**config.mk**
```make
export PLATFORM = sky130hd
export DESIGN_NAME = sicd_regfile
export DESIGN_NICKNAME = d
export VERILOG_FILES = /design/src/hdl/sicd_pkg.sv /design/src/hdl/sicd_regfile.sv
export SDC_FILE = /design/constraint.sdc
export NUM_CORES = 1
export LEC_CHECK = 0
export ABC_CLOCK_PERIOD_IN_PS = 3100
export BUFFER_PORTS_ARGS = -buffer_cell sky130_fd_sc_hd__buf_4
export CAP_MARGIN = 20
export CORE_ASPECT_RATIO = 1.75
export CORE_MARGIN = 2
export CORE_UTILIZATION = 50
export DETAILED_ROUTE_END_ITERATION = 12
export PLACE_DENSITY_LB_ADDON = 0.12
export SLEW_MARGIN = 20
export SYNTH_ARGS = -nofsm -noshare
export SYNTH_HDL_FRONTEND = slang
export SYNTH_SLANG_ARGS = --single-unit
```
**constraint.sdc**
```tcl
create_clock -name clk -period 3.1 [get_ports clk]
set_input_delay 0.155 -clock clk [delete_from_list [all_inputs] [get_ports clk]]
set_output_delay 0.155 -clock clk [all_outputs]
set_load 0.02 [all_outputs]
```
**src/hdl/sicd_pkg.sv**
```systemverilog
`default_nettype none
package sicd_pkg;

    localparam int STORE_BYTES  = 2048;
    localparam int STORE_ADDR_W = $clog2(STORE_BYTES);
    localparam int PTR_W        = 13;

    localparam logic       KIND_READ  = 1'b0;
    localparam logic       KIND_WRITE = 1'b1;

    localparam logic [3:0] PORT_ID      = 4'h0;
    localparam logic [3:0] PORT_SWITCH  = 4'h1;
    localparam logic [3:0] PORT_COLOUR  = 4'h3;
    localparam logic [3:0] PORT_PATTERN = 4'h4;
    localparam logic [3:0] PORT_PTR_LO  = 4'h7;
    localparam logic [3:0] PORT_PTR_HI  = 4'h8;
    localparam logic [3:0] PORT_DATA    = 4'h9;

    localparam logic [7:0] ID_BYTE    = 8'hf7;
    localparam logic [7:0] IDLE_BYTE  = 8'hff;
    localparam logic [7:0] ERASE_BYTE = 8'hff;

    typedef struct packed {
        logic       kind;
        logic [3:0] port;
        logic [7:0] wdata;
        logic       front_switch_on;
    } sicd_in_t;

    typedef struct packed {
        logic [7:0] rdata;
        logic       turbo_on;
    } sicd_out_t;

    // One accepted request as seen by the store and the result stage
    typedef struct packed {
        logic                    ram_rd;
        logic                    ram_wr;
        logic [STORE_ADDR_W-1:0] addr;
        logic [7:0]              wdata;
        logic                    from_ram;
        logic [7:0]              rdata;
        logic                    turbo_on;
    } sicd_access_t;

    typedef enum logic [1:0] {
        ST_CLEAR = 2'b01,
        ST_RUN   = 2'b10
    } sicd_state_t;

endpackage
`default_nettype wire

```
**src/hdl/sicd_regfile.sv**
```systemverilog
`default_nettype none
module sicd_regfile
    import sicd_pkg::*;
(
    input  wire logic     clk,
    input  wire logic     rst_n,
    input  wire logic     acc,
    input  wire sicd_in_t item,
    input  wire logic     cfg_we,
    input  wire logic     cfg_data,
    output sicd_access_t access
);

    logic [PTR_W-1:0] ptr_reg,     ptr_next;
    logic [3:0]       col_lo_reg,  col_lo_next;
    logic [3:0]       col_hi_reg,  col_hi_next;
    logic [7:0]       pat_reg,     pat_next;
    logic             turbo_reg,   turbo_next;
    logic             fitted_reg,  fitted_next;
    logic             in_range;
    logic [3:0]       nib_hi;
    logic [3:0]       nib_lo;
    logic [7:0]       sw_byte;

    always_comb
    begin
        in_range = {1'b0, ptr_reg} < (PTR_W + 1)'(STORE_BYTES);
        nib_hi   = pat_reg[7] ? col_hi_reg : col_lo_reg;
        nib_lo   = pat_reg[6] ? col_hi_reg : col_lo_reg;

        sw_byte = IDLE_BYTE;
        if (item.front_switch_on)
        begin
            sw_byte[7] = 1'b0;
        end
        if (fitted_reg)
        begin
            sw_byte[2] = 1'b0;
            if (turbo_reg)
            begin
                sw_byte[0] = 1'b0;
            end
        end

        ptr_next    = ptr_reg;
        col_lo_next = col_lo_reg;
        col_hi_next = col_hi_reg;
        pat_next    = pat_reg;
        turbo_next  = turbo_reg;
        fitted_next = fitted_reg;

        access          = '0;
        access.addr     = ptr_reg[STORE_ADDR_W-1:0];
        access.wdata    = item.wdata;
        access.rdata    = IDLE_BYTE;

        if (item.kind == KIND_WRITE)
        begin
            case (item.port)
                PORT_SWITCH:
                begin
                    if (fitted_reg)
                    begin
                        turbo_next = ~item.wdata[0];
                    end
                end
                PORT_COLOUR:
                begin
                    col_hi_next = item.wdata[7:4];
                    col_lo_next = item.wdata[3:0];
                end
                PORT_PATTERN: pat_next = item.wdata;
                PORT_PTR_LO:  ptr_next = {ptr_reg[PTR_W-1:8], item.wdata};
                PORT_PTR_HI:  ptr_next = {item.wdata[4:0], ptr_reg[7:0]};
                PORT_DATA:
                begin
                    access.ram_wr = acc && in_range;
                    ptr_next      = ptr_reg + 1'b1;
                end
                default: ;
            endcase
        end
        else
        begin
            case (item.port)
                PORT_ID:     access.rdata = ID_BYTE;
                PORT_SWITCH: access.rdata = sw_byte;
                PORT_COLOUR:
                begin
                    access.rdata = {nib_hi, nib_lo};
                    pat_next     = {pat_reg[5:0], pat_reg[7:6]};
                end
                PORT_DATA:
                begin
                    access.ram_rd   = acc && in_range;
                    access.from_ram = in_range;
                    ptr_next        = ptr_reg + 1'b1;
                end
                default: ;
            endcase
        end

        access.turbo_on = turbo_next;

        if (!acc)
        begin
            ptr_next    = ptr_reg;
            col_lo_next = col_lo_reg;
            col_hi_next = col_hi_reg;
            pat_next    = pat_reg;
            turbo_next  = turbo_reg;
        end

        // Removing the option drops turbo back to normal speed
        if (cfg_we)
        begin
            fitted_next = cfg_data;
            if (!cfg_data)
            begin
                turbo_next = 1'b0;
            end
        end
    end

    always_ff @(posedge clk or negedge rst_n)
    begin
        if (!rst_n)
        begin
            ptr_reg    <= '0;
            col_lo_reg <= '0;
            col_hi_reg <= '0;
            pat_reg    <= '0;
            turbo_reg  <= 1'b0;
            fitted_reg <= 1'b0;
        end
        else
        begin
            ptr_reg    <= ptr_next;
            col_lo_reg <= col_lo_next;
            col_hi_reg <= col_hi_next;
            pat_reg    <= pat_next;
            turbo_reg  <= turbo_next;
            fitted_reg <= fitted_next;
        end
    end

endmodule
`default_nettype wire

```
* Word level (Yosys, flattened, before mapping)
Index checks and enable logic that the tools add are counted.
Cells by class: $add $sub $neg 1, bitwise gates (word level) 1, multiplexer cells 24, eq/ne operators 9, order comparisons 1, reductions and logical operators 9
Operators with widths (count):
- one-hot mux 13 bit (3 select lines) | 1
- 2-to-1 mux 13 bit | 2
- 2-to-1 mux 8 bit | 3
- one-hot mux 8 bit (3 select lines) | 1
- 2-to-1 mux 1 bit | 14
- adder 13 x 1 -> 13 bit (second input constant) | 1
- < comparator 13 x 12 -> 1 bit (second input constant) | 1
- 2-to-1 mux 9 bit | 1
- == test 4 x 3 -> 1 bit (second input constant) | 2
- == test 4 bit (second input constant) | 2
- 2-to-1 mux 4 bit | 2
- AND reduction 4 bit | 2
- AND reduction 3 bit | 2
- == test 4 x 1 -> 1 bit (second input constant) | 1
- == test 4 x 2 -> 1 bit (second input constant) | 1
- zero test 4 bit | 1
- != test 2 bit (second input constant) | 2
- nonzero test 2 bit | 2
- nonzero test 3 bit | 1
- != test 2 x 1 -> 1 bit (second input constant) | 1
- logical AND 1 bit | 1
- inverter 1 bit | 1
Word-level totals: logic and storage cells 52, output and inout port bits 31, bits in registers 31

* Longest topological paths before layout
depth in word-level cells 7, depth in mapped cells 7

* Worst setup path after synthesis
OpenSTA, ideal clock, no wires.
path kind input to register, from input port item[11] (netlist bit), to register ptr_reg[12], data arrival time 1.374 ns, path slack 1.591 ns, setup time 0.135 ns, stages 7, path through buf_4 > or3b_1 > buf_6 > or2_1 > buf_6 > a21oi_1 > o311ai_1
On the way: cells in the longest elaborated chain, start to end 3, elaborated cells between the ends (all ways) 9, classes of those cells 4 x eq/ne; 2 x mux; 3 x reduce/logical
RTL lines:
- start: declaration | RTL line sicd_regfile.sv:8 | input wire sicd_in_t item,
- == test 4 bit (tied with other cells) | RTL line sicd_regfile.sv:59, sicd_regfile.sv:85
- one-hot mux 13 bit (3 select lines) (tied with other cells) | RTL line sicd_regfile.sv:59 | case (item.port)
- 2-to-1 mux 13 bit / AND reduction 4 bit (equally long branches)
- end signal: assignment | RTL line sicd_regfile.sv:138 | ptr_reg <= ptr_next;
- end: declaration | RTL line sicd_regfile.sv:14 | logic [PTR_W-1:0] ptr_reg, ptr_next;
Several ways; a longest one is shown, not always the timed one. A chain may end at the register's enable or synchronous reset.

* Worst setup path after layout
from register ptr_reg[0], to register ptr_reg[11]
On the way: cells in the longest elaborated chain, start to end 3, elaborated cells between the ends (all ways) 4, classes of those cells 1 x add/sub; 3 x mux
RTL lines:
- adder 13 x 1 -> 13 bit (*) | RTL line sicd_regfile.sv:78, sicd_regfile.sv:97
- one-hot mux 13 bit (3 select lines) / 2-to-1 mux 13 bit (equally long branches) | RTL line sicd_regfile.sv:59, sicd_regfile.sv:85
- 2-to-1 mux 13 bit (*) | RTL line sicd_regfile.sv:57 | if (item.kind == KIND_WRITE)
Every way passes the cells marked *; elsewhere a longest branch is shown, timed or not. The select of a mux whose other input is x is not followed.

==> metrics.txt <==
status finished with violations; failing checks design-rule violations; cell depth of the worst min-delay path 2; top cells by area, synth sky130_fd_sc_hd__dfrtp_1 36%, sky130_fd_sc_hd__mux2i_1 7.5%, sky130_fd_sc_hd__buf_4 7.4%, sky130_fd_sc_hd__mux2_2 5.3%, sky130_fd_sc_hd__nand2_1 5.3%; setup repair after global routing missed its margin false; Power Density 530.5 mW/mm^2; number of failing hold endpoints at the final stage 0; quantity of gates resized following cts 0; maximum clock frequency 585.5 MHz; combinational power share 29.7%; Final nets 272; portion of total power attributed to sequential cells 45.9%; horizontal die dimension 53.35 um; total inserted antenna cells 0; actual transition at the worst max-transition pin 869.3 ps; static power due to leakage 1.040 nW; Die Footprint 0.004820 sq mm; overall routed net length 5.007 mm; worst setup path category flip-flop to flip-flop; hold_ws 114.2 ps; part of the power in the clock network 24.4%; Crit. Startpoint ptr_reg[0]$_DFFE_PN0P_; vias 1,753; PortBufs 49; switching component of the power 457.9 uW; largest net degree at the start of global routing 32; max-cap viol count 0; busiest grt layer met2; ratio of cells with drive above 1 in the final layout 28.46%; master cell of the clock root buffer sky130_fd_sc_hd__clkbuf_8; clock slew at reported path FFs 70 ps; class of the tightest hold or removal check primary input to flip-flop; antenna violations before repair 0; area fraction in compound gates after synthesis 17.56%; beginning of the worst register-to-register path ptr_reg[0]$_DFFE_PN0P_; post-route cell area 0.002425 sq mm; number of buffers between clock root and the deepest sink 2; main combinational cell family by area after synthesis simple AND/OR/NAND/NOR gates; max reg flops 13; Adder-Cell Fraction of Synth Area 0.5872%; met2 layer usage reported by global route 38.58%; cell area after placement 0.002330 sq mm; total negative setup slack 0 ps; total count of max-transition violations in the final report 0; fraction of the yosys area taken by sequential cells 36.41%; row count 31; met3 Track Usage GR 4.470%; Post-synth EDFFs 0; clock skew 3.933 ps; post-route antenna net violation count 0; fin crit period 1708 ps; top-level port count 50; Net Count, Synth 248; Avg WL per Cell 16.58 um; beginning of the worst hold path cfg_data; fin crit share 55.09%; mux contribution to synthesized area 12.80%; count of state elements after synthesis 31; switching share of power 35.59%; GP Congestion 0.8211; Inserted Clock Buffers 5; Std-Cell Core Area 0.004111 sq mm; Register-to-Register Path Depth 4; post-detailed-route DRC marker count 1; number of different library cells in the post-synthesis netlist 53; simple-gate portion of the synthesized area 20.61%; kind of start point of the critical path flip-flop; commonest cells in the synthesized netlist 31 x sky130_fd_sc_hd__dfrtp_1, 30 x sky130_fd_sc_hd__nand2_1, 21 x sky130_fd_sc_hd__buf_4; average size of a mapped cell 9.346 sq um; effective utilization at floorplan 51.83%; Synth top area share 36.41%; vias per cell 5.805; detailed placement HPWL 3.672 mm; largest area contributor in the netlist sky130_fd_sc_hd__dfrtp_1; top_reg_cell synth sky130_fd_sc_hd__dfrtp_1; data required time at the worst endpoint 3300 ps; y dimension of the die 90.36 um; signal arrival time at the worst endpoint 1910 ps; Synth Area in XOR/XNOR 0%; Global Route met1 Usage 26.91%; latest clock arrival within the worst-skew pair 290 ps; Setup Viol. Count Final 0; total number of H-tree levels 2; Num Clock Sinks 31; number of global-route vias before repair 1,635; cell-internal power 828.5 uW; buffers inserted by post-CTS timing repair 0; number of DRC violations after detailed-routing iteration 0 42; Synth async-reset ratio 100.0%; relative slew slack 41.65%; first-pass GRT wire length 8.121 mm; Area Growth Syn to Fin 13.80%; Detailed Routing Iterations Pass 1 9; cell with the most instances after synthesis sky130_fd_sc_hd__dfrtp_1; Max IR drop VDD 0.3507 mV; crit-path max FO 7; FILL cells 404; total track usage 22.78%; total congestion overflow 0; TritonCTS clock tree done; type of destination of the critical path flip-flop; cell area after synthesis 0.002131 sq mm; Gate Count Post-Synth 228; Yosys warnings 0
-- worst paths after layout --
check	endpoint	slack, ps
setup / recovery	ptr_reg[11]$_DFFE_PN0P_	1390
hold / removal	fitted_reg$_DFFE_PN0P_	110
setup reg to reg	ptr_reg[11]$_DFFE_PN0P_	1390
hold reg to reg	pat_reg[3]$_DFFE_PN0P_	480
max in group asynchronous	fitted_reg$_DFFE_PN0P_	2460
min in group asynchronous	ptr_reg[2]$_DFFE_PN0P_	340
-- critical path, cell delays in order, from the launching register on --
cell                       delay (ps)
sky130_fd_sc_hd__dfrtp_1          470
sky130_fd_sc_hd__and3_1           240
sky130_fd_sc_hd__nand3_1          240
sky130_fd_sc_hd__or4_1            520
sky130_fd_sc_hd__o211ai_1         160
-- timing repair --
item                                   in CTS  in global routing
setup endpoints to repair                   0                  0
hold buffers                                1                  0
endpoints found under the hold margin      31                  0
-- logic make-up after synthesis --
family          Yosys count
compound gates           53
fa+ha+maj                 1
buf+inv                  40
flops                    31
mux                      26
simple gates             77
-- per-stage QoR --
step	worst slack (ps)	cells	util, %	total power [mW]
after floorplan	1591	228	-	0.8832
after CTS	1370	302	58.98	1.299
after detailed placement	1322	293	56.66	0.9798
after global placement	1345	293	56.66	0.9753
final	1392	302	58.98	1.286
after global routing	1236	302	58.98	1.373
-- layer usage --
layer	vias up	part of all wire, %
met5	-	0
met4	0	2.8
met3	13	3.9
met2	50	54
met1	827	39
li1	863	-
-- power groups by stage --
stage / Sequential (mW) / Combinational, mW / Clock [mW]
6_report: 0.591 / 0.382 / 0.314
5_1_grt: 0.607 / 0.421 / 0.345
4_1_cts: 0.590 / 0.385 / 0.325
3_5_place_dp: 0.597 / 0.383 / 0
3_3_place_gp: 0.593 / 0.382 / 0
2_1_floorplan: 0.556 / 0.328 / 0
-- placed cells by master, fill, tap and decap left out, drive strengths merged, types with 4 or more instances in the layout --
| master | Yosys | layout |
|---|---|---|
| dfrtp | 31 | 31 |
| mux2i | 16 | 16 |
| mux2 | 10 | 10 |
| clkbuf | 4 | 6 |
| o21ai | 14 | 14 |
| a21oi | 10 | 10 |
| a22o | 4 | 4 |
| nand2 | 30 | 30 |
| nor4 | 4 | 4 |
| inv | 7 | 7 |
| nand3 | 11 | 11 |
| buf | 29 | 49 |
| nor2 | 5 | 5 |
-- area by class of cell --
type	count	area [sq um]	share of cell area (%)
repair buffers	50	377.9	15.58
flip-flops and latches	31	775.7	31.99
clock inverters	2	12.51	0.5160
clock buffers	6	72.57	2.993
well taps	49	61.31	2.528
inverters	7	26.28	1.084
multi-input cells	157	1099	45.30
No activity file was read; power rests on OpenSTA's default activity.
